`config.mk`:
```
export PLATFORM = sky130hd
export DESIGN_NAME = ttpp_ram
export DESIGN_NICKNAME = d
export VERILOG_FILES = /design/src/rtl/ttpp_ram.sv
export SDC_FILE = /design/constraint.sdc
export NUM_CORES = 1
export LEC_CHECK = 0
export BUFFER_PORTS_ARGS = -buffer_cell sky130_fd_sc_hd__buf_2
export CORE_MARGIN = 10
export CORE_UTILIZATION = 45
export CTS_CLUSTER_DIAMETER = 100
export CTS_CLUSTER_SIZE = 8
export DETAILED_ROUTE_END_ITERATION = 10
export RECOVER_POWER = 100
export SLEW_MARGIN = 10
export SYNTH_ARGS = -nofsm -noshare
export SYNTH_HDL_FRONTEND = slang
export SYNTH_SLANG_ARGS = --single-unit
```
`constraint.sdc`:
```
create_clock -name i_clk -period 3.9 [get_ports i_clk]
set_clock_uncertainty 0.15 [all_clocks]
set_input_delay 0.39 -clock i_clk [delete_from_list [all_inputs] [get_ports i_clk]]
set_output_delay 0.39 -clock i_clk [all_outputs]
set_load 0.02 [all_outputs]
```
`src/rtl/ttpp_ram.sv`:
```
`default_nettype none
module ttpp_ram #(
    parameter int WIDTH = 8,
    parameter int DEPTH = 16
) (
    input  wire logic                     i_clk,
    input  wire logic                     i_we,
    input  wire logic [$clog2(DEPTH)-1:0] i_waddr,
    input  wire logic [WIDTH-1:0]         i_wdata,
    input  wire logic [$clog2(DEPTH)-1:0] i_raddr,
    output logic [WIDTH-1:0]              o_rdata
);
    logic [WIDTH-1:0] r_mem [DEPTH];

    always_ff @(posedge i_clk) begin
        if (i_we)
            r_mem[i_waddr] <= i_wdata;
        o_rdata <= r_mem[i_raddr];
    end
endmodule
`default_nettype wire

```
==> impl_metrics.toml, run 1 <==
[logic_synthesis]
netlist_area_um2 = 5150
synth_cell_types = 19
netlist_instances = 229
syn_nets = 247
ys_ff_latch = 136
ys_seq_area_frac = 0.778
yosysWarnings = 0
postSynthAreaPerCell_um2 = 22.5

[worst_setup_path]
critPathMaxFanout = 17
crit_path_start_kind = "primary input"
cp_data_required_time_ns = 4.03
slowest_delay_ns = 0.97
worstSetupPathType = "in -> reg"
critPathTopFamily = "buffers and inverters"
worstPathArrival_ns = 2.73
ff2ff_setup_slack_ns = 2.35
crit_buf_inv = 2
crit_chain = "clkbuf_1 -> buf_4 -> mux4_1 -> a22oi_1 -> nand2_1"
cp_slowest_cell = "clkbuf_1"
critPathCaptureType = "flip-flop"

[floorplan]
die_x_um = 127
coreArea_um2 = 11000
start_util = 0.467
io_pins = 26
num_rows = 38
die-area_um2 = 16100
chipHeight_um = 127

[global_routing]
grt_max_degree = 33
antenna_found_initial = 0
grt.overflow.total = 0
grt_pass1_vias = 2408
grt_pass1_wl_mm = 15.4
track_usage = 0.131

[timing]
maxSlewViolCount = 9
rsz0062_at_grt = "false"
finalSetupTns_ns = 0
slew_headroom = -0.109
period_minus_slack_ns = 2.60
post-route-period-util = 0.666
hold_viol = 0
setup_ws_ns = 1.30
fin_hold_ws_ns = 0.295
worstMarginPinSlew_ns = 1.65
fmaxAchievable_mhz = 385
finalSetupViolCount = 0

[routing]
drtIter0Drc = 340
wl_mm = 10.3
wl_per_cell_um = 24.4
drc = 0
firstDrtPassIters = 4
ant_nets = 0
vias = 2363
avgViaCountPerCell = 5.63

[clock_network]
cts.clk_slew.worst_paths_ns = 0.05
clockBufferDepth = 2
clk_latency_ns = 0.41
hold_buffers = 0
cts_tree = "built"
root_buffer = "clkbuf_16"
clock_sinks = 136
h-tree-depth = 4
cts-resized-gates = 0
cts_buffers = 17
post-cts-setup-buffers = 0

[place]
gp_congestion = 0.725
preCtsSetupSlack_ns = 1.40
hpwlAfterDp_mm = 6.44
placed_cells = 389
port_buffers = 25

[layout]
area_growth_pct = 15.5
antennaDiodeCount = 0
final-instance-count-excl-fill = 420
drive_gt1_frac = 0.189
fin_util = 0.539
multi_input_area_um2 = 1060
seq_area_um2 = 4000
layout.nets = 286
fillers = 848

[hold_path]
min_path_type = "in -> reg"

[outcome]
violations = "capacitance limit, slew limit"
status = "complete, but fails checks"

[pwr]
power_density_nw_per_um2 = 566
leakage_nw = 1.92
ir_worst_vdd_mv = 0.412

[job]
drv_cap = 1
## cell families after synthesis
group / synth area share
muxes: 0.150
DFF: 0.778
AOI/OAI and AO/OA: 0.0233
buffers and inverters: 0.0168
and+or+nand+nor: 0.0318
## final cells by class
class                      count  share of cell area
clock inverter                13              0.0261
timing repair buffer          30              0.0210
clock buffer                  18              0.0722
multi-input combinational     83               0.178
tap                          140              0.0295
sequential                   136               0.673
## final timing paths
path	to	depth (start not counted)	from
hold / removal	r_mem[4][3]$_DFFE_PP_	2	i_waddr[0]
hold reg to reg	o_rdata[0]$_DFF_P_	3	r_mem[15][0]$_DFFE_PP_
setup / recovery	o_rdata[4]$_DFF_P_	5	i_raddr[0]
setup reg to reg	o_rdata[0]$_DFF_P_	3	r_mem[1][0]$_DFFE_PP_
## registers in the layout, summed over array words and instances, names as in the netlist
name	cells
r_mem	128
o_rdata	8
## stage by stage
stage               power, mW  instance area, um^2
floorplan                1.77                 5150
global placement         1.83                 5400
detailed placement       1.83                 5400
CTS                      3.39                 5990
global route             3.47                 5950
finish                   3.36                 5950
## report_power, final
part           total, mW  leakage [nW]  internal (mW)  switching (mW)
Clock               1.57         0.273          0.996           0.571
Combinational      0.150         0.423         0.0550          0.0955
Sequential          1.65          1.22           1.64          0.0103
## Yosys cell counts, drive strengths merged
master / n / area share
buf: 7 / 0.011
a22oi: 16 / 0.023
or3b: 1 / 0.0017
and2b: 1 / 0.0015
nand3: 1 / 0.00097
and2: 1 / 0.0012
nand2b: 2 / 0.0024
dfxtp: 8 / 0.031
nand3b: 2 / 0.0029
clkdlybuf4s25: 3 / 0.0058
nor2: 13 / 0.0095
nor3: 4 / 0.0039
edfxtp: 128 / 0.75
mux4: 32 / 0.15
nand2: 9 / 0.0066
nor2b: 1 / 0.0012
## cells in the final DEF, fill, tap and decap left out, drive strengths merged
master	Yosys	layout
edfxtp	128	128
clkbuf	0	42
mux4	32	32
a22oi	16	16
nor2	13	13
nand2	9	9
dfxtp	8	8
buf	7	6
clkinv	0	5
nor3	4	4
clkinvlp	0	4
bufinv	0	3
nand3b	2	2
nand2b	2	2
nor2b	1	1
and2	1	1
and2b	1	1
nand3	1	1
or3b	1	1
inv	0	1
## metal layers
metal	up-vias	part of all wire	GRT usage	routed length [um]
met2	84	0.48	0.191	4890
met1	1222	0.44	0.177	4500
met3	6	0.076	0.0458	779
met5	-	0	0	0
li1	1051	-	-	-
met4	0	0.0084	0.0502	86
No activity file was read; power rests on OpenSTA's default activity.
==> run 2, diff against run 1 <==
==> constraint.sdc (replaced) <==
create_clock -name i_clk -period 2.4 [get_ports i_clk]
set_clock_uncertainty 0.15 [all_clocks]
set_input_delay 0.24 -clock i_clk [delete_from_list [all_inputs] [get_ports i_clk]]
set_output_delay 0.24 -clock i_clk [all_outputs]
set_load 0.02 [all_outputs]
==> run 2 against run 1 <==
  * Setup slack worse by 0.56 ns
  * Clock-buffer cell count increased by 1
  * Cell count increased by 4.3%
  * Largest power group is now the clock network
  * Core utilization is 1.3 points higher
  * Largest cell class unchanged
  * The run now ends clean
  * Global-route usage grew 0.23 points
  * Flip-flop and latch count unchanged
==> impl_metrics.toml, run 2 (synthesis gave the netlist of run 1 again) <==
[outcome]
status = "completed"

[place]
placed_cells = 406
gp_congestion = 0.720
port_buffers = 25
preCtsSetupSlack_ns = 0.531
dpl_cell_area_um2 = 5540
hpwlAfterDp_mm = 6.60

[timing]
worstMarginPinSlew_ns = 0.728
period_minus_slack_ns = 1.66
hold_viol = 0
finalSetupTns_ns = 0
slew_headroom = 0.515
setup_ws_ns = 0.739
post-route-period-util = 0.692
rsz0062_at_grt = "false"
finalSetupViolCount = 0
fmaxAchievable_mhz = 602
maxSlewViolCount = 0

[layout]
multi_input_area_um2 = 1060
area_growth_pct = 18.3
fillers = 851
top_register = "r_mem"
largest_reg_flops = 128
mostFrequentLayoutCells = "edfxtp_1 (128), clkbuf_1 (36), mux4_2 (18), clkbuf_16 (17), a22oi_1 (16)"
antennaDiodeCount = 0
seq_area_um2 = 4000
layout.nets = 303
final_common_cell = "edfxtp_1"
largestRegisters = "r_mem x128, o_rdata x8"
drive_gt1_frac = 0.208
fin_area_um2 = 6090
final-instance-count-excl-fill = 438

[clock_network]
clk_latency_ns = 0.40
cts_buffers = 17
cts.clk_slew.worst_paths_ns = 0.06
cts_tree = "built"
hold_buffers = 0
root_buffer = "clkbuf_16"
h-tree-depth = 4
clockBufferDepth = 2
post-cts-setup-buffers = 0
clock_sinks = 136
cts-resized-gates = 0

[worst_setup_path]
worstPathArrival_ns = 1.54
worstSetupPathType = "in -> reg"
critPathCaptureType = "flip-flop"
crit_path_start_kind = "primary input"
cp_data_required_time_ns = 2.28
critPathMaxFanout = 8

[floorplan]
chipHeight_um = 127
io_pins = 26
num_rows = 38
die_x_um = 127
start_util = 0.467
die-area_um2 = 16100
coreArea_um2 = 11000

[routing]
avgViaCountPerCell = 5.57
vias = 2441
wl_mm = 10.2
wl_per_cell_um = 23.4
ant_nets = 0
drtIter0Drc = 217
drc = 0
firstDrtPassIters = 5

[pwr]
p_int_mw = 4.53
power_frac_seq = 0.474
totalPowerFinal_mw = 5.64
power.share.combinational = 0.045
p_sw_frac = 0.197
leakage_nw = 2.00
ir_worst_vdd_mv = 0.453
p_switching_mw = 1.11
clkPwrFrac = 0.481
power_density_nw_per_um2 = 926

[global_routing]
antenna_found_initial = 0
grt.overflow.total = 0
grt_pass1_vias = 2523
track_usage = 0.134
grt_pass1_wl_mm = 15.9
grt_max_degree = 33

[hold_path]
min_path_type = "in -> reg"

[job]
drv_cap = 0
[run 2: cell types whose count changed in the layout (fill, tap and decap cells not counted)]
cell / before / now
inv_6: 1 / 2
buf_12: 0 / 1
bufinv_16: 3 / 4
clkinv_2: 2 / 1
clkinv_4: 1 / 4
clkinv_1: 2 / 0
clkbuf_8: 0 / 1
buf_4: 2 / 4
buf_2: 4 / 7
clkbuf_1: 25 / 36
clkinvlp_4: 4 / 2
[run 2: stage by stage]
step,hold WS (ns),utilization
6_report,0.186,0.552
5_1_grt,0.238,0.552
4_1_cts,0.0593,0.560
3_5_place_dp,0.486,0.502
3_3_place_gp,0.473,0.502
2_1_floorplan,0.189,-
[run 2: cell type report]
class / count / area share
well taps: 140 / 0.0288
repair buffers: 47 / 0.0356
clock buffers: 19 / 0.0727
multi-input cells: 83 / 0.174
clock inverters: 13 / 0.0316
flip-flops and latches: 136 / 0.658
[run 2: final timing paths]
check	slack (ns)	cells past startpoint	startpoint	end
max	0.74	4	i_waddr[2]	r_mem[0][5]$_DFFE_PP_
min	0.19	1	i_wdata[2]	r_mem[6][2]$_DFFE_PP_
max reg2reg	0.87	3	r_mem[8][4]$_DFFE_PP_	o_rdata[4]$_DFF_P_
min reg2reg	0.53	3	r_mem[11][5]$_DFFE_PP_	o_rdata[5]$_DFF_P_
[run 2: per-layer routing]
| layer | GRT usage | routed length (um) | up-vias |
|---|---|---|---|
| li1 | - | - | 1092 |
| met1 | 0.183 | 4340 | 1252 |
| met2 | 0.198 | 4950 | 93 |
| met3 | 0.0404 | 882 | 4 |
| met4 | 0.0462 | 70 | 0 |
| met5 | 0 | 0 | - |
[run 2: worst max-delay path, stage by stage]
cell and delay (ns):
clkbuf_1 0.10, or3b_2 0.52, nor3_1 0.16, clkbuf_1 0.51
[run 2: power groups by stage]
stage               clock (mW)  combinational (mW)  sequential [mW]
floorplan                    0               0.135             2.74
global placement             0               0.265             2.72
detailed placement           0               0.269             2.72
CTS                       2.76               0.271             2.67
global route              2.87               0.278             2.68
finish                    2.71               0.253             2.67
==> run 3, diff against run 2 <==
==> constraint.sdc (replaced) <==
create_clock -name i_clk -period 1.6 [get_ports i_clk]
set_clock_uncertainty 0.15 [all_clocks]
set_input_delay 0.16 -clock i_clk [delete_from_list [all_inputs] [get_ports i_clk]]
set_output_delay 0.16 -clock i_clk [all_outputs]
set_load 0.02 [all_outputs]
==> run 3 against run 2 <==
  * Register-to-register slack lost 0.80 ns
  * Critical path depth is the same
  * Clock-buffer cell count increased by 4
  * Worst hold slack improved by 0.0067 ns
  * Flip-flop and latch count unchanged
  * Cell count rose by 2.7%
  * Die area unchanged
  * Via count increased by 0.29%
  * Global-route usage rose by 0.13 points
  * Largest cell class unchanged
==> impl_metrics.toml, run 3 (synthesis gave the netlist of run 1 again) <==
[worst_setup_path]
worstRegToRegCells = 3
worstPathArrival_ns = 1.43
critPathMaxFanout = 8
r2r_end = "o_rdata[2]$_DFF_P_"
crit_path_start_kind = "primary input"
rr_startpoint = "r_mem[10][2]$_DFFE_PP_"
critPathCaptureType = "flip-flop"
worstSetupPathType = "in -> reg"
cp_data_required_time_ns = 1.50
ff2ff_setup_slack_ns = 0.07

[routing]
ant_nets = 0
wl_mm = 10.1
firstDrtPassIters = 4
vias = 2448
avgViaCountPerCell = 5.44
wl_per_cell_um = 22.4
drtIter0Drc = 237
drc = 0

[hold_path]
hold_depth = 5
min_path_type = "in -> reg"
hold_start = "i_raddr[3]"
holdPathEnd = "o_rdata[4]$_DFF_P_"

[global_routing]
antenna_found_initial = 0
grt_max_degree = 25
grt_pass1_wl_mm = 15.8
grt.overflow.total = 0
track_usage = 0.135
grt_pass1_vias = 2700

[layout]
mostFrequentLayoutCells = "edfxtp_1 (128), clkbuf_1 (41), mux4_2 (18), clkbuf_16 (17)"
top_register = "r_mem"
drive_gt1_frac = 0.200
area_growth_pct = 19.5
antennaDiodeCount = 0
layout.nets = 315
final_common_cell = "edfxtp_1"
largestRegisters = "r_mem x128, o_rdata x8"
largest_reg_flops = 128
final-instance-count-excl-fill = 450

[clock_network]
post-cts-setup-buffers = 0
cts.clk_slew.worst_paths_ns = 0.05
clockBufferDepth = 2
clk_latency_ns = 0.41
cts_tree = "built"
cts_buffers = 17
clock_sinks = 136
h-tree-depth = 4
root_buffer = "clkbuf_16"

[pwr]
ir_worst_vdd_mv = 0.934
totalPowerFinal_mw = 7.99
power_density_nw_per_um2 = 1300
leakage_nw = 2.02

[floorplan]
die-area_um2 = 16100
die_x_um = 127
chipHeight_um = 127
io_pins = 26
num_rows = 38
coreArea_um2 = 11000
start_util = 0.467

[timing]
fmaxAchievable_mhz = 652
period_minus_slack_ns = 1.53
rsz0062_at_grt = "false"
maxSlewViolCount = 0
post-route-period-util = 0.959
hold_viol = 0
finalSetupViolCount = 0
slew_headroom = 0.451
worstMarginPinSlew_ns = 0.822
fin_hold_ws_ns = 0.192

[place]
hpwlAfterDp_mm = 6.62
placed_cells = 410
gp_congestion = 0.807
port_buffers = 25

[job]
drv_cap = 0

[outcome]
status = "completed"
-- run 3: critical path, stage by stage --
cell and delay [ns]:
clkbuf_1 0.11, or3b_2 0.53, nor3_1 0.16, clkbuf_1 0.47
-- run 3: stage by stage --
| step | util | cell area (um^2) | TNS, ns | setup slack, ns |
|---|---|---|---|---|
| after global placement | 0.509 | 5610 | -0.803 | -0.164 |
| after detailed placement | 0.509 | 5610 | -0.777 | -0.169 |
| after CTS | 0.566 | 6240 | 0 | 0.0600 |
| after global routing | 0.558 | 6150 | 0 | 0.0165 |
| final | 0.558 | 6150 | 0 | 0.0651 |
| after floorplan | - | 5150 | 0 | 0.0239 |
-- run 3: repair_timing --
item,CTS,global route
endpoints found under the hold margin,128,0
resized for setup,0,2
setup endpoints to repair,0,2
hold buffers,8,0
-- run 3: cell type report --
type	instances	area [um^2]
fillers	868	4880
well taps	140	175
clock inverters	9	73.8
repair buffers	59	355
flip-flops and latches	136	4000
clock buffers	23	478
multi-input cells	83	1070
-- run 3: metal layers --
| layer | share of wire | wire length, um | track usage |
|---|---|---|---|
| met5 | 0 | 0 | 0 |
| met3 | 0.064 | 640 | 0.0500 |
| met1 | 0.44 | 4440 | 0.172 |
| met2 | 0.48 | 4860 | 0.203 |
| met4 | 0.013 | 127 | 0.0583 |
-- run 3: worst max-delay path by stage --
stage | slack, ns | to | depth (start not counted) | from
after global routing | 0.02 | o_rdata[2]$_DFF_P_ | 3 | r_mem[9][2]$_DFFE_PP_
after global placement | -0.16 | o_rdata[3]$_DFF_P_ | 5 | i_raddr[0]
after floorplan | 0.02 | r_mem[3][0]$_DFFE_PP_ | 2 | i_waddr[2]
after detailed placement | -0.17 | o_rdata[3]$_DFF_P_ | 5 | i_raddr[0]
final | 0.07 | r_mem[0][5]$_DFFE_PP_ | 4 | i_waddr[2]
after CTS | 0.06 | o_rdata[3]$_DFF_P_ | 3 | r_mem[1][3]$_DFFE_PP_
-- run 3: where the power goes --
part	total (mW)	switching [mW]	internal (mW)	leakage, nW
Sequential	4.01	0.0238	3.99	1.22
Clock	3.57	1.34	2.24	0.270
Combinational	0.410	0.238	0.172	0.524
