==> src/rtl/ttpp_pkg.sv <==
`default_nettype none
package ttpp_pkg;

    localparam int PAGE_W     = 7;
    localparam int NUM_PAGES  = 128;
    localparam int RING_AW    = 10;
    localparam int WINDOW_MAX = 1024;
    localparam int CNT_W      = 11;
    localparam int HEAT_W     = 16;
    localparam int IDLE_W     = 8;
    localparam int AGE_W      = 10;
    localparam int TIER_W     = 2;
    localparam int CAP_W      = 8;
    localparam int ADDR_W     = 5;
    localparam int DATA_W     = 32;
    localparam int HEAT_TAB_N = 128;

    localparam logic [HEAT_W-1:0] HEAT_ONE   = 16'd32768;
    localparam logic [HEAT_W-1:0] HEAT_RESET = 16'd16384;
    localparam logic [63:0]       EXP_STEP   = 64'd1943123559;

    localparam int RESET_TOP = 10;
    localparam int RESET_MID = 30;

    localparam logic [TIER_W-1:0] TIER_TOP  = 2'd0;
    localparam logic [TIER_W-1:0] TIER_MID  = 2'd1;
    localparam logic [TIER_W-1:0] TIER_SLOW = 2'd2;
    localparam logic [TIER_W-1:0] TIER_NONE = 2'd3;

    localparam logic [2:0] REG_TOP_CAP   = 3'd0;
    localparam logic [2:0] REG_MID_CAP   = 3'd1;
    localparam logic [2:0] REG_TOP_LIMIT = 3'd2;
    localparam logic [2:0] REG_MID_LIMIT = 3'd3;
    localparam logic [2:0] REG_STALE     = 3'd4;
    localparam logic [2:0] REG_COOL_PER  = 3'd5;
    localparam logic [2:0] REG_COOL_STEP = 3'd6;
    localparam logic [2:0] REG_WIN_LEN   = 3'd7;

    typedef struct packed {
        logic [TIER_W-1:0] tier;
        logic [HEAT_W-1:0] heat;
        logic [IDLE_W-1:0] idle;
        logic [AGE_W-1:0]  age;
    } t_cell;

    typedef logic [HEAT_W-1:0] t_heat_tab [HEAT_TAB_N];

    // 1 - 0.5*exp(-0.1*n) in Q1.15, exponent kept in Q0.31
    function automatic t_heat_tab f_build_heat();
        t_heat_tab   tab;
        logic [63:0] e;
        e = 64'd1 << 31;
        for (int k = 0; k < HEAT_TAB_N; k++) begin
            tab[k] = 16'(64'd32768 - ((e + (64'd1 << 16)) >> 17));
            e = (e * EXP_STEP + (64'd1 << 30)) >> 31;
        end
        return tab;
    endfunction

    localparam t_heat_tab HEAT_TAB = f_build_heat();

    function automatic logic [HEAT_W-1:0] f_heat(input logic [CNT_W-1:0] n);
        if (n >= CNT_W'(HEAT_TAB_N))
            return HEAT_ONE;
        return HEAT_TAB[n[6:0]];
    endfunction

endpackage
`default_nettype wire

==> src/rtl/ttpp_cell.sv <==
`default_nettype none
module ttpp_cell (
    input  wire logic           i_clk,
    input  wire logic           i_rst_n,
    input  wire logic           i_shift,
    input  ttpp_pkg::t_cell     i_init,
    input  ttpp_pkg::t_cell     i_d,
    output ttpp_pkg::t_cell     o_q
);
    import ttpp_pkg::*;

    t_cell r_rec;

    always_ff @(posedge i_clk) begin
        if (!i_rst_n) begin
            r_rec <= i_init;
        end else if (i_shift) begin
            r_rec <= i_d;
        end
    end

    assign o_q = r_rec;
endmodule
`default_nettype wire

==> config.mk <==
export PLATFORM = sky130hd
export DESIGN_NAME = ttpp_cell
export DESIGN_NICKNAME = d
export VERILOG_FILES = /design/src/rtl/ttpp_pkg.sv /design/src/rtl/ttpp_cell.sv
export SDC_FILE = /design/constraint.sdc
export NUM_CORES = 1
export LEC_CHECK = 0
export ABC_AREA = 1
export BUFFER_PORTS_ARGS = -buffer_cell sky130_fd_sc_hd__buf_2
export CELL_PAD_IN_SITES_DETAIL_PLACEMENT = 1
export CELL_PAD_IN_SITES_GLOBAL_PLACEMENT = 2
export CORE_MARGIN = 2
export CORE_UTILIZATION = 20
export DETAILED_ROUTE_END_ITERATION = 16
export GPL_ROUTABILITY_DRIVEN = 0
export PLACE_DENSITY = 0.73
export SYNTH_ARGS = -nofsm -noshare
export SYNTH_HDL_FRONTEND = slang
export SYNTH_SLANG_ARGS = --single-unit
==> constraint.sdc <==
create_clock -name i_clk -period 1.52 [get_ports i_clk]
set_input_delay 0.152 -clock i_clk [delete_from_list [all_inputs] [get_ports i_clk]]
set_output_delay 0.152 -clock i_clk [all_outputs]
set_load 0.01 [all_outputs]
==> results of run 1 <==
==> cells in the final DEF, fill, tap and decap left out, drive strengths merged <==
| cell type | count |
|---|---|
| inv | 2 |
| clkinv | 1 |
| buf | 112 |
| nand2 | 109 |
| clkbuf | 6 |
| edfxtp | 36 |
==> power by group <==
group | internal (mW) | total [mW] | switching (mW)
Combinational | 0.179 | 0.396 | 0.217
Sequential | 1.22 | 1.24 | 0.0257
Clock | 0.312 | 0.638 | 0.327
==> path summary, 6_finish.rpt <==
kind	end	from
setup / recovery	o_q[30]	o_q[30]
hold / removal	o_q[16]	i_init[16]
==> cells by family (layout without fill, tap and decap cells) <==
kind of cell           Yosys count  in the layout  share of synthesized area
and+or+nand+nor                109            109                     0.2700
DFF                             36             36                     0.6761
buffers and inverters            9            121                    0.05399
==> metal layers <==
metal  global-route usage  routed length [µm]
met3              0.04271                 482
met2               0.1769                2080
met1               0.1114                1703
met5                    0                   0
met4              0.02574                  48
==> cell type report <==
cell class                      instances  share of cell area
Inverter                                2            0.003256
Clock buffer                            6             0.03147
Sequential cell                        36              0.4688
Timing Repair Buffer                  112              0.2507
Multi-Input combinational cell        109              0.1883
Tap cell                              102             0.05534
Clock inverter                          1            0.002170
==> summary.md, run 1 <==
| Metric | Value |
|---|---|
| Global-route wire length before repair | `6720 µm` |
| Fraction of layout cells with a size suffix above 1 | `0.4850` |
| Std cell rows | `32` |
| Setup ws final | `approximately 540 ps` |
| Fillers | `roughly 940` |
| Ant diodes | `0` |
| Io pins | `roughly 110` |
| Yosys reg bits | `36` |
| Status | `finished clean` |
| Final Critical Period | `976.1 ps` |
| Final setup viols | `0` |
| Total chip power | `2.278 mW` |
| # hold bufs at CTS | `0` |
| Multi-input logic area | `about 430 µm²` |
| Seq. cell area | `between 1000 and 1500 µm²` |
| Max transition margin | `0.5854` |
| Clk sink count | `36` |
| DP HPWL | `3173 µm` |
| Core area | `7727 µm²` |
| Cell area after layout | `approximately 2300 µm²` |
| Maximum vdd drop | `0.3112 mV` |
| Via density | `about 3.8` |
| Final-stage net count | `341` |
| Post-route ant nets | `0` |
| Initial antenna violation count | `0` |
| Top delay family on crit path | `flip-flops` |
| # DRC | `0` |
| Wire per inst | `roughly 12 µm` |
| Gr usage total | `0.1006` |
| CP Class | `register to output pin` |
| Resized cells post-CTS | `0` |
| Non-filler cells, final | `between 300 and 400` |
| Syn_area_per_cell | `approximately 10 µm²` |
| Post-CTS setup buffer count | `0` |
| Post-synth EDFFs | `36` |
| Mapped cell area | `1599 µm²` |
| Critical Path RT | `1370 ps` |
| Netlist cell types | `10` |
| P&R area growth vs syn | `44.21%` |
| Arr. time, crit path | `approximately 820 ps` |
| Actual slew at the worst max-slew pin | `621.0 ps` |
| Fin. max-slew vios | `0` |
| Pin count of the biggest net entering global routing | `37` |
| Fmax achieved | `about 1.0 GHz` |
| Syn Nets | `approximately 230` |
| Asr flop ratio synth | `0` |
| Root buf cell | `clkbuf_8` |
| Die X | `between 90 and 100 µm` |
| Synth top cells by count | `nand2_1, edfxtp_1, nand2_2, buf_2, buf_8` |
| Initial Utilization | `0.2069` |
| TritonCTS clock tree | `built` |
| Power per cell area | `987.8 nW/µm²` |
| Pre-CTS WS | `~280 ps` |
| Yosys top cell by area | `edfxtp_1` |
| Placed Area | `about 2200 µm²` |
| Placed cell count | `361` |
| DIE AREA | `roughly 8700 µm²` |
| Period utilization | `0.6422` |
| Number of flip-flops under the largest register name | `36` |
| Startpoint Class | `register` |
| Max incr delay on CP | `~390 ps` |
| Final hold slack | `approximately 130 ps` |
| Final Util | `0.2984` |
| CP Depth | `1` |
| Total Routed Length | `between 4000 and 5000 µm` |
| Vias in the first global route | `1468` |
| RSZ-0062 raised after global routing | `false` |
| Bufs and invs on worst path | `1` |
| Max Buffers Root-to-Sink | `2` |
| Ys Warns | `0` |
| Grt ovf | `0` |
| Final Hold Fails | `0` |
| Inserted Clock Buffers | `5` |
| CP Max Fanout | `1` |
| DRT iter0 DRCs | `35` |
| Most common cell in the synthesized netlist | `nand2_1` |
| Setup TNS | `0 ps` |
| Drt pass-1 iters | `4` |
| Top_reg_cell synth | `edfxtp_1` |
| Slowest stage cell, crit path | `edfxtp_1` |
| IO Port Bufs | `110` |
| Yosys top cell area share | `0.6761` |
| Hold path cells | `3` |
| Leakage | `approximately 1.2 nW` |
| Cells after Synth | `about 150` |
| # H-tree levels | `2` |
| Worst Hold Class | `primary input to register` |
| CP Cell Sequence | `buf_2` |
| Endpoint class of the critical path | `output pin` |
| Height of the die | `93.42 µm` |
| DR vias | `roughly 1400` |
| Area contributors post-synth | `edfxtp_1, nand2_1, nand2_2` |
| Max-cap violations | `0` |
| Seq/Total Area, Yosys | `0.6761` |
| Clock Pin Slew Worst Setup and Hold Paths | `70 ps` |
(Power assumes the default switching activity.)
==> inputs of run 2 (changes only) <==
Settings changed: CORE_UTILIZATION 20 to 22, PLACE_DENSITY 0.73 to 0.76.
Clock period 1.52 ns to 1 ns, I/O delays scaled along.
==> run 2 against run 1 <==
Compared with the run above:
- wire length grew 1.7%
- via count grew 2.3%
- critical path depth is the same
- cell count grew 0.27%
- hold slack lost 48 ps
- sequential share of layout area shrank 1.3 points
- die area shrank 8.7%
- non-clock buffer count grew 3
- design area grew 2.8%
- highest routed layer unchanged
==> summary.md, run 2 (synthesis gave the netlist of run 1 again) <==
| Metric | Value |
|---|---|
| Leakage | `1.227 nW (+2.7%)` |
| Pin count of the biggest net entering global routing | `37 (unchanged)` |
| Initial antenna violation count | `0 (unchanged)` |
| Arr. time, crit path | `810 ps (about the same)` |
| # H-tree levels | `2 (unchanged)` |
| CP Max Fanout | `1 (unchanged)` |
| Global-route wire length before repair | `6465 µm (-3.8%)` |
| Status | `finished clean` |
| Std cell rows | `31 (-3.1%)` |
| IO Port Bufs | `110 (unchanged)` |
| Post-route ant nets | `0 (unchanged)` |
| # hold bufs at CTS | `0 (unchanged)` |
| Io pins | `111 (unchanged)` |
| Maximum vdd drop | `0.3952 mV (+27%)` |
| Slowest stage cell, crit path | `edfxtp_1` |
| Max incr delay on CP | `370 ps (-20 ps)` |
| Post-CTS setup buffer count | `0 (unchanged)` |
| Top delay family on crit path | `flip-flops` |
| Fmax achieved | `about 1.1 GHz` |
| Via density | `3.897 (+2.1%)` |
| Clock Pin Slew Worst Setup and Hold Paths | `70 ps (about the same)` |
| RSZ-0062 raised after global routing | `false` |
| Inserted Clock Buffers | `5 (unchanged)` |
| Actual slew at the worst max-slew pin | `602.8 ps (-18.21 ps)` |
| Endpoint class of the critical path | `output pin` |
| Total chip power | `3.515 mW (+54%)` |
| Power per cell area | `1483 nW/µm² (+50%)` |
| Startpoint Class | `register` |
| Total Routed Length | `4387 µm (+1.7%)` |
| Clk sink count | `36 (unchanged)` |
| Wire per inst | `11.89 µm (+1.4%)` |
| Setup TNS | `0 ps (unchanged)` |
| DR vias | `1438 (+2.3%)` |
| Bufs and invs on worst path | `1 (unchanged)` |
| Cell area after layout | `2370 µm² (+2.8%)` |
| Max-cap violations | `0 (unchanged)` |
| Final-stage net count | `344 (+0.88%)` |
| Critical Path RT | `900 ps (-470 ps)` |
| Initial Utilization | `0.2241 (+0.01712)` |
| Number of flip-flops under the largest register name | `36 (unchanged)` |
| DIE AREA | `7966 µm² (-8.7%)` |
| Resized cells post-CTS | `0 (unchanged)` |
| Final Hold Fails | `0 (unchanged)` |
| Max Buffers Root-to-Sink | `2 (unchanged)` |
| CP Cell Sequence | `buf_2` |
| Fin. max-slew vios | `0 (unchanged)` |
| DRT iter0 DRCs | `37 (+5.7%)` |
| P&R area growth vs syn | `48.20%` |
| Non-filler cells, final | `369 (+0.27%)` |
| Max transition margin | `0.5975 (+0.01215)` |
| Final setup viols | `0 (unchanged)` |
| Fraction of layout cells with a size suffix above 1 | `0.4852 (about the same)` |
| Placed Area | `2290 µm² (+2.8%)` |
| DP HPWL | `3377 µm (+6.4%)` |
| TritonCTS clock tree | `built` |
| Final Critical Period | `907.8 ps` |
| CP Class | `register to output pin` |
| Drt pass-1 iters | `4 (unchanged)` |
| Most common cell after layout, fill and taps aside | `buf_2` |
| Commonest cells after routing, fill and taps aside | `buf_2, nand2_1, edfxtp_1` |
| Final Util | `0.3320 (+0.03364)` |
| Worst Hold Class | `primary input to register` |
| Die X | `89.26 µm (-4.5%)` |
| Core area | `7137 µm² (-7.6%)` |
| Gr usage total | `0.1083 (+0.007734)` |
| Grt ovf | `0 (unchanged)` |
| Placed cell count | `361 (unchanged)` |
| Height of the die | `89.26 µm (-4.5%)` |
| Period utilization | `0.9078` |
| Root buf cell | `clkbuf_8` |
| # DRC | `0 (unchanged)` |
| Vias in the first global route | `1380 (-6.0%)` |
| Ant diodes | `0 (unchanged)` |
[run 2: changes by cell type in the layout (fill, tap and decap cells not counted)]
cell and change:
clkinv_1 +1, nand2_4 +1, clkbuf_1 +1, buf_12 +3, clkinv_2 -1, nand2_2 -1
[run 2: worst paths after layout]
| check | startpoint | endpoint | slack (ps) | cells past startpoint |
|---|---|---|---|---|
| worst min-delay path | i_init[4] | o_q[4] | 80 | 3 |
| worst max-delay path | o_q[1] | o_q[1] | 90 | 1 |
[run 2: through the flow]
stage          worst slack, ps  hold WS [ps]
2_1_floorplan            3.557         278.6
3_3_place_gp            -24.51         368.7
3_5_place_dp            -77.79         369.7
4_1_cts                  68.83         68.56
5_1_grt                  35.29         73.06
6_report                 92.19         81.35
[run 2: cell type report]
class / instances / area (µm²)
clock inverter: 1 / 3.754
multi-input combinational: 109 / 439.2
inverter: 2 / 7.507
timing repair buffer: 115 / 638.1
fill: 902 / 4767
clock buffer: 7 / 76.32
sequential: 36 / 1081
tap: 99 / 123.9
[run 2: report_power, final]
group / internal [mW] / switching [mW]
Clock: 0.485 / 0.502
Sequential: 1.85 / 0.0380
Combinational: 0.296 / 0.342
Total: 2.63 / 0.882
[run 2: per-layer routing]
metal	GRT usage	vias up	wire length [µm]
met2	0.1690	73	2031
li1	-	719	-
met3	0.03878	6	391
met4	0.03664	0	63
met1	0.1398	640	1901
met5	0	-	0
==> inputs of run 3 (changes only) <==
Clock period 1 ns to 0.9 ns, I/O delays scaled along.
==> run 3 against run 2 <==
Compared with the run above:
- the flow now finishes with violations (setup timing)
- wire length rose by 0.48%
- sequential power is 11% higher
- die area unchanged
- clock-buffer cell count shrank 1
- sequential share of layout area increased by 0.66 points
- worst setup slack worse by 120 ps
- critical path depth unchanged
- clock power is 8% higher
- critical endpoint is now o_q[31]
- largest power group unchanged
==> summary.md, run 3 (synthesis gave the netlist of run 1 again) <==
| Metric | Value |
|---|---|
| Seq. cell area | `1081 µm² (unchanged)` |
| Fin. max-slew vios | `0 (unchanged)` |
| Status | `finished, violations left` |
| CP Max Fanout | `1 (unchanged)` |
| Multi-input logic area | `447.9 µm² (+2.0%)` |
| Post-route ant nets | `0 (unchanged)` |
| Non-filler cells, final | `366 (-0.81%)` |
| Io pins | `111 (unchanged)` |
| Fraction of layout cells with a size suffix above 1 | `0.4869 (+0.001706)` |
| Endpoint class of the critical path | `output pin` |
| Height of the die | `89.26 µm (unchanged)` |
| Internal power | `2.897 mW (+10%)` |
| Logic pwr share | `0.180 (-0.002)` |
| Final setup viols | `1 (+1)` |
| Global-route wire length before repair | `6665 µm (+3.1%)` |
| Setup TNS | `-24.02 ps (-24.02 ps)` |
| Leakage | `1.206 nW (-1.7%)` |
| Switching Fraction | `0.2512 (about the same)` |
| DRT iter0 DRCs | `35 (-5.4%)` |
| Actual slew at the worst max-slew pin | `600.9 ps (-1.942 ps)` |
| P&R area growth vs syn | `46.09%` |
| # DRC | `0 (unchanged)` |
| Ant diodes | `0 (unchanged)` |
| Startpoint Class | `register` |
| DP HPWL | `3413 µm (+1.1%)` |
| Total Routed Length | `4408 µm (+0.48%)` |
| DR vias | `1417 (-1.5%)` |
| Vias in the first global route | `1423 (+3.1%)` |
| Clk sink count | `36 (unchanged)` |
| Slowest stage cell, crit path | `edfxtp_1` |
| Die X | `89.26 µm (unchanged)` |
| Power share of the sequential group | `0.543 (+0.006)` |
| Final Hold Fails | `0 (unchanged)` |
| Initial Utilization | `0.2241 (unchanged)` |
| Fillers | `893 (-1.0%)` |
| Final Critical Period | `924.0 ps` |
| Max incr delay on CP | `400 ps (+30 ps)` |
| Via density | `3.872 (-0.65%)` |
| Initial antenna violation count | `0 (unchanged)` |
| Std cell rows | `31 (unchanged)` |
| Max-cap violations | `0 (unchanged)` |
| Bufs and invs on worst path | `1 (unchanged)` |
| Root buf cell | `clkbuf_8` |
| Clock Pin Slew Worst Setup and Hold Paths | `70 ps (about the same)` |
| Post-CTS setup buffer count | `0 (unchanged)` |
| TritonCTS clock tree | `built` |
| Fmax achieved | `1.082 GHz` |
| Failing checks | `setup timing` |
| Max Buffers Root-to-Sink | `2 (unchanged)` |
| Core area | `7137 µm² (unchanged)` |
| Maximum vdd drop | `0.5062 mV (+28%)` |
| Power per cell area | `1656 nW/µm² (+12%)` |
| Inserted Clock Buffers | `5 (unchanged)` |
| Switch Pwr | `0.9717 mW (+10%)` |
| Critical Path RT | `810 ps (-90 ps)` |
| Worst Hold Class | `primary input to register` |
| Top delay family on crit path | `flip-flops` |
| Final Util | `0.3273 (-0.004734)` |
| Gr usage total | `0.1112 (+0.002843)` |
| Number of flip-flops under the largest register name | `36 (unchanged)` |
| Grt ovf | `0 (unchanged)` |
| Period utilization | `1.027` |
| CP Cell Sequence | `buf_2` |
| Most common cell after layout, fill and taps aside | `buf_2` |
| CP Class | `register to output pin` |
| # H-tree levels | `2 (unchanged)` |
| Max transition margin | `0.5988 (+0.001297)` |
| Placed cell count | `359 (-0.55%)` |
| Pin count of the biggest net entering global routing | `37 (unchanged)` |
| Wire per inst | `12.04 µm (+1.3%)` |
| Final-stage net count | `342 (-0.58%)` |
| # hold bufs at CTS | `0 (unchanged)` |
| IO Port Bufs | `110 (unchanged)` |
| Setup ws final | `-24.02 ps (-116.2 ps)` |
| Commonest cells after routing, fill and taps aside | `buf_2, nand2_1, edfxtp_1` |
| Clock power frac | `0.277 (-0.004)` |
| Arr. time, crit path | `830 ps (+20 ps)` |
| Resized cells post-CTS | `0 (unchanged)` |
| Total chip power | `3.869 mW (+10%)` |
| Drt pass-1 iters | `4 (unchanged)` |
| DIE AREA | `7966 µm² (unchanged)` |
| RSZ-0062 raised after global routing | `true` |
-- run 3: cell types whose count changed in the layout (fill, tap and decap cells not counted), sizes merged --
cell / before / now
buf: 115 / 113
clkbuf: 7 / 6
-- run 3: cell type report --
class	count	share of cell area
Multi-Input combinational cell	109	0.1918
Inverter	2	0.003214
Clock inverter	1	0.002142
Timing Repair Buffer	113	0.2560
Sequential cell	36	0.4628
Tap cell	99	0.05303
Clock buffer	6	0.03107
-- run 3: layer usage --
layer	vias up	wire length, µm	track usage
met3	4	353	0.03232
li1	713	-	-
met4	0	51	0.03256
met5	-	0	0
met1	634	1838	0.1374
met2	66	2164	0.1886
-- run 3: worst paths after layout --
check                       from  endpoint  slack [ps]  cells past startpoint
worst max-delay path     o_q[31]   o_q[31]         -20                      1
worst min-delay path  i_init[18]   o_q[18]          70                      3
-- run 3: metrics by stage --
stage | cell area [µm²] | setup WS [ps] | hold WS, ps
floorplan | 1615 | 31.54 | 268.6
global placement | 2258 | -129.0 | 356.6
detailed placement | 2258 | -164.4 | 359.8
CTS | 2336 | -30.44 | 59.79
global route | 2336 | -44.73 | 67.67
finish | 2336 | -24.02 | 69.91
-- run 3: power by group through the flow --
| stage | Sequential [mW] | Clock [mW] | Combinational, mW |
|---|---|---|---|
| finish | 2.10 | 1.07 | 0.695 |
| global route | 2.12 | 1.20 | 0.780 |
| CTS | 2.11 | 1.13 | 0.713 |
| detailed placement | 2.14 | 0 | 0.712 |
| global placement | 2.13 | 0 | 0.702 |
| floorplan | 2.25 | 0 | 0.215 |
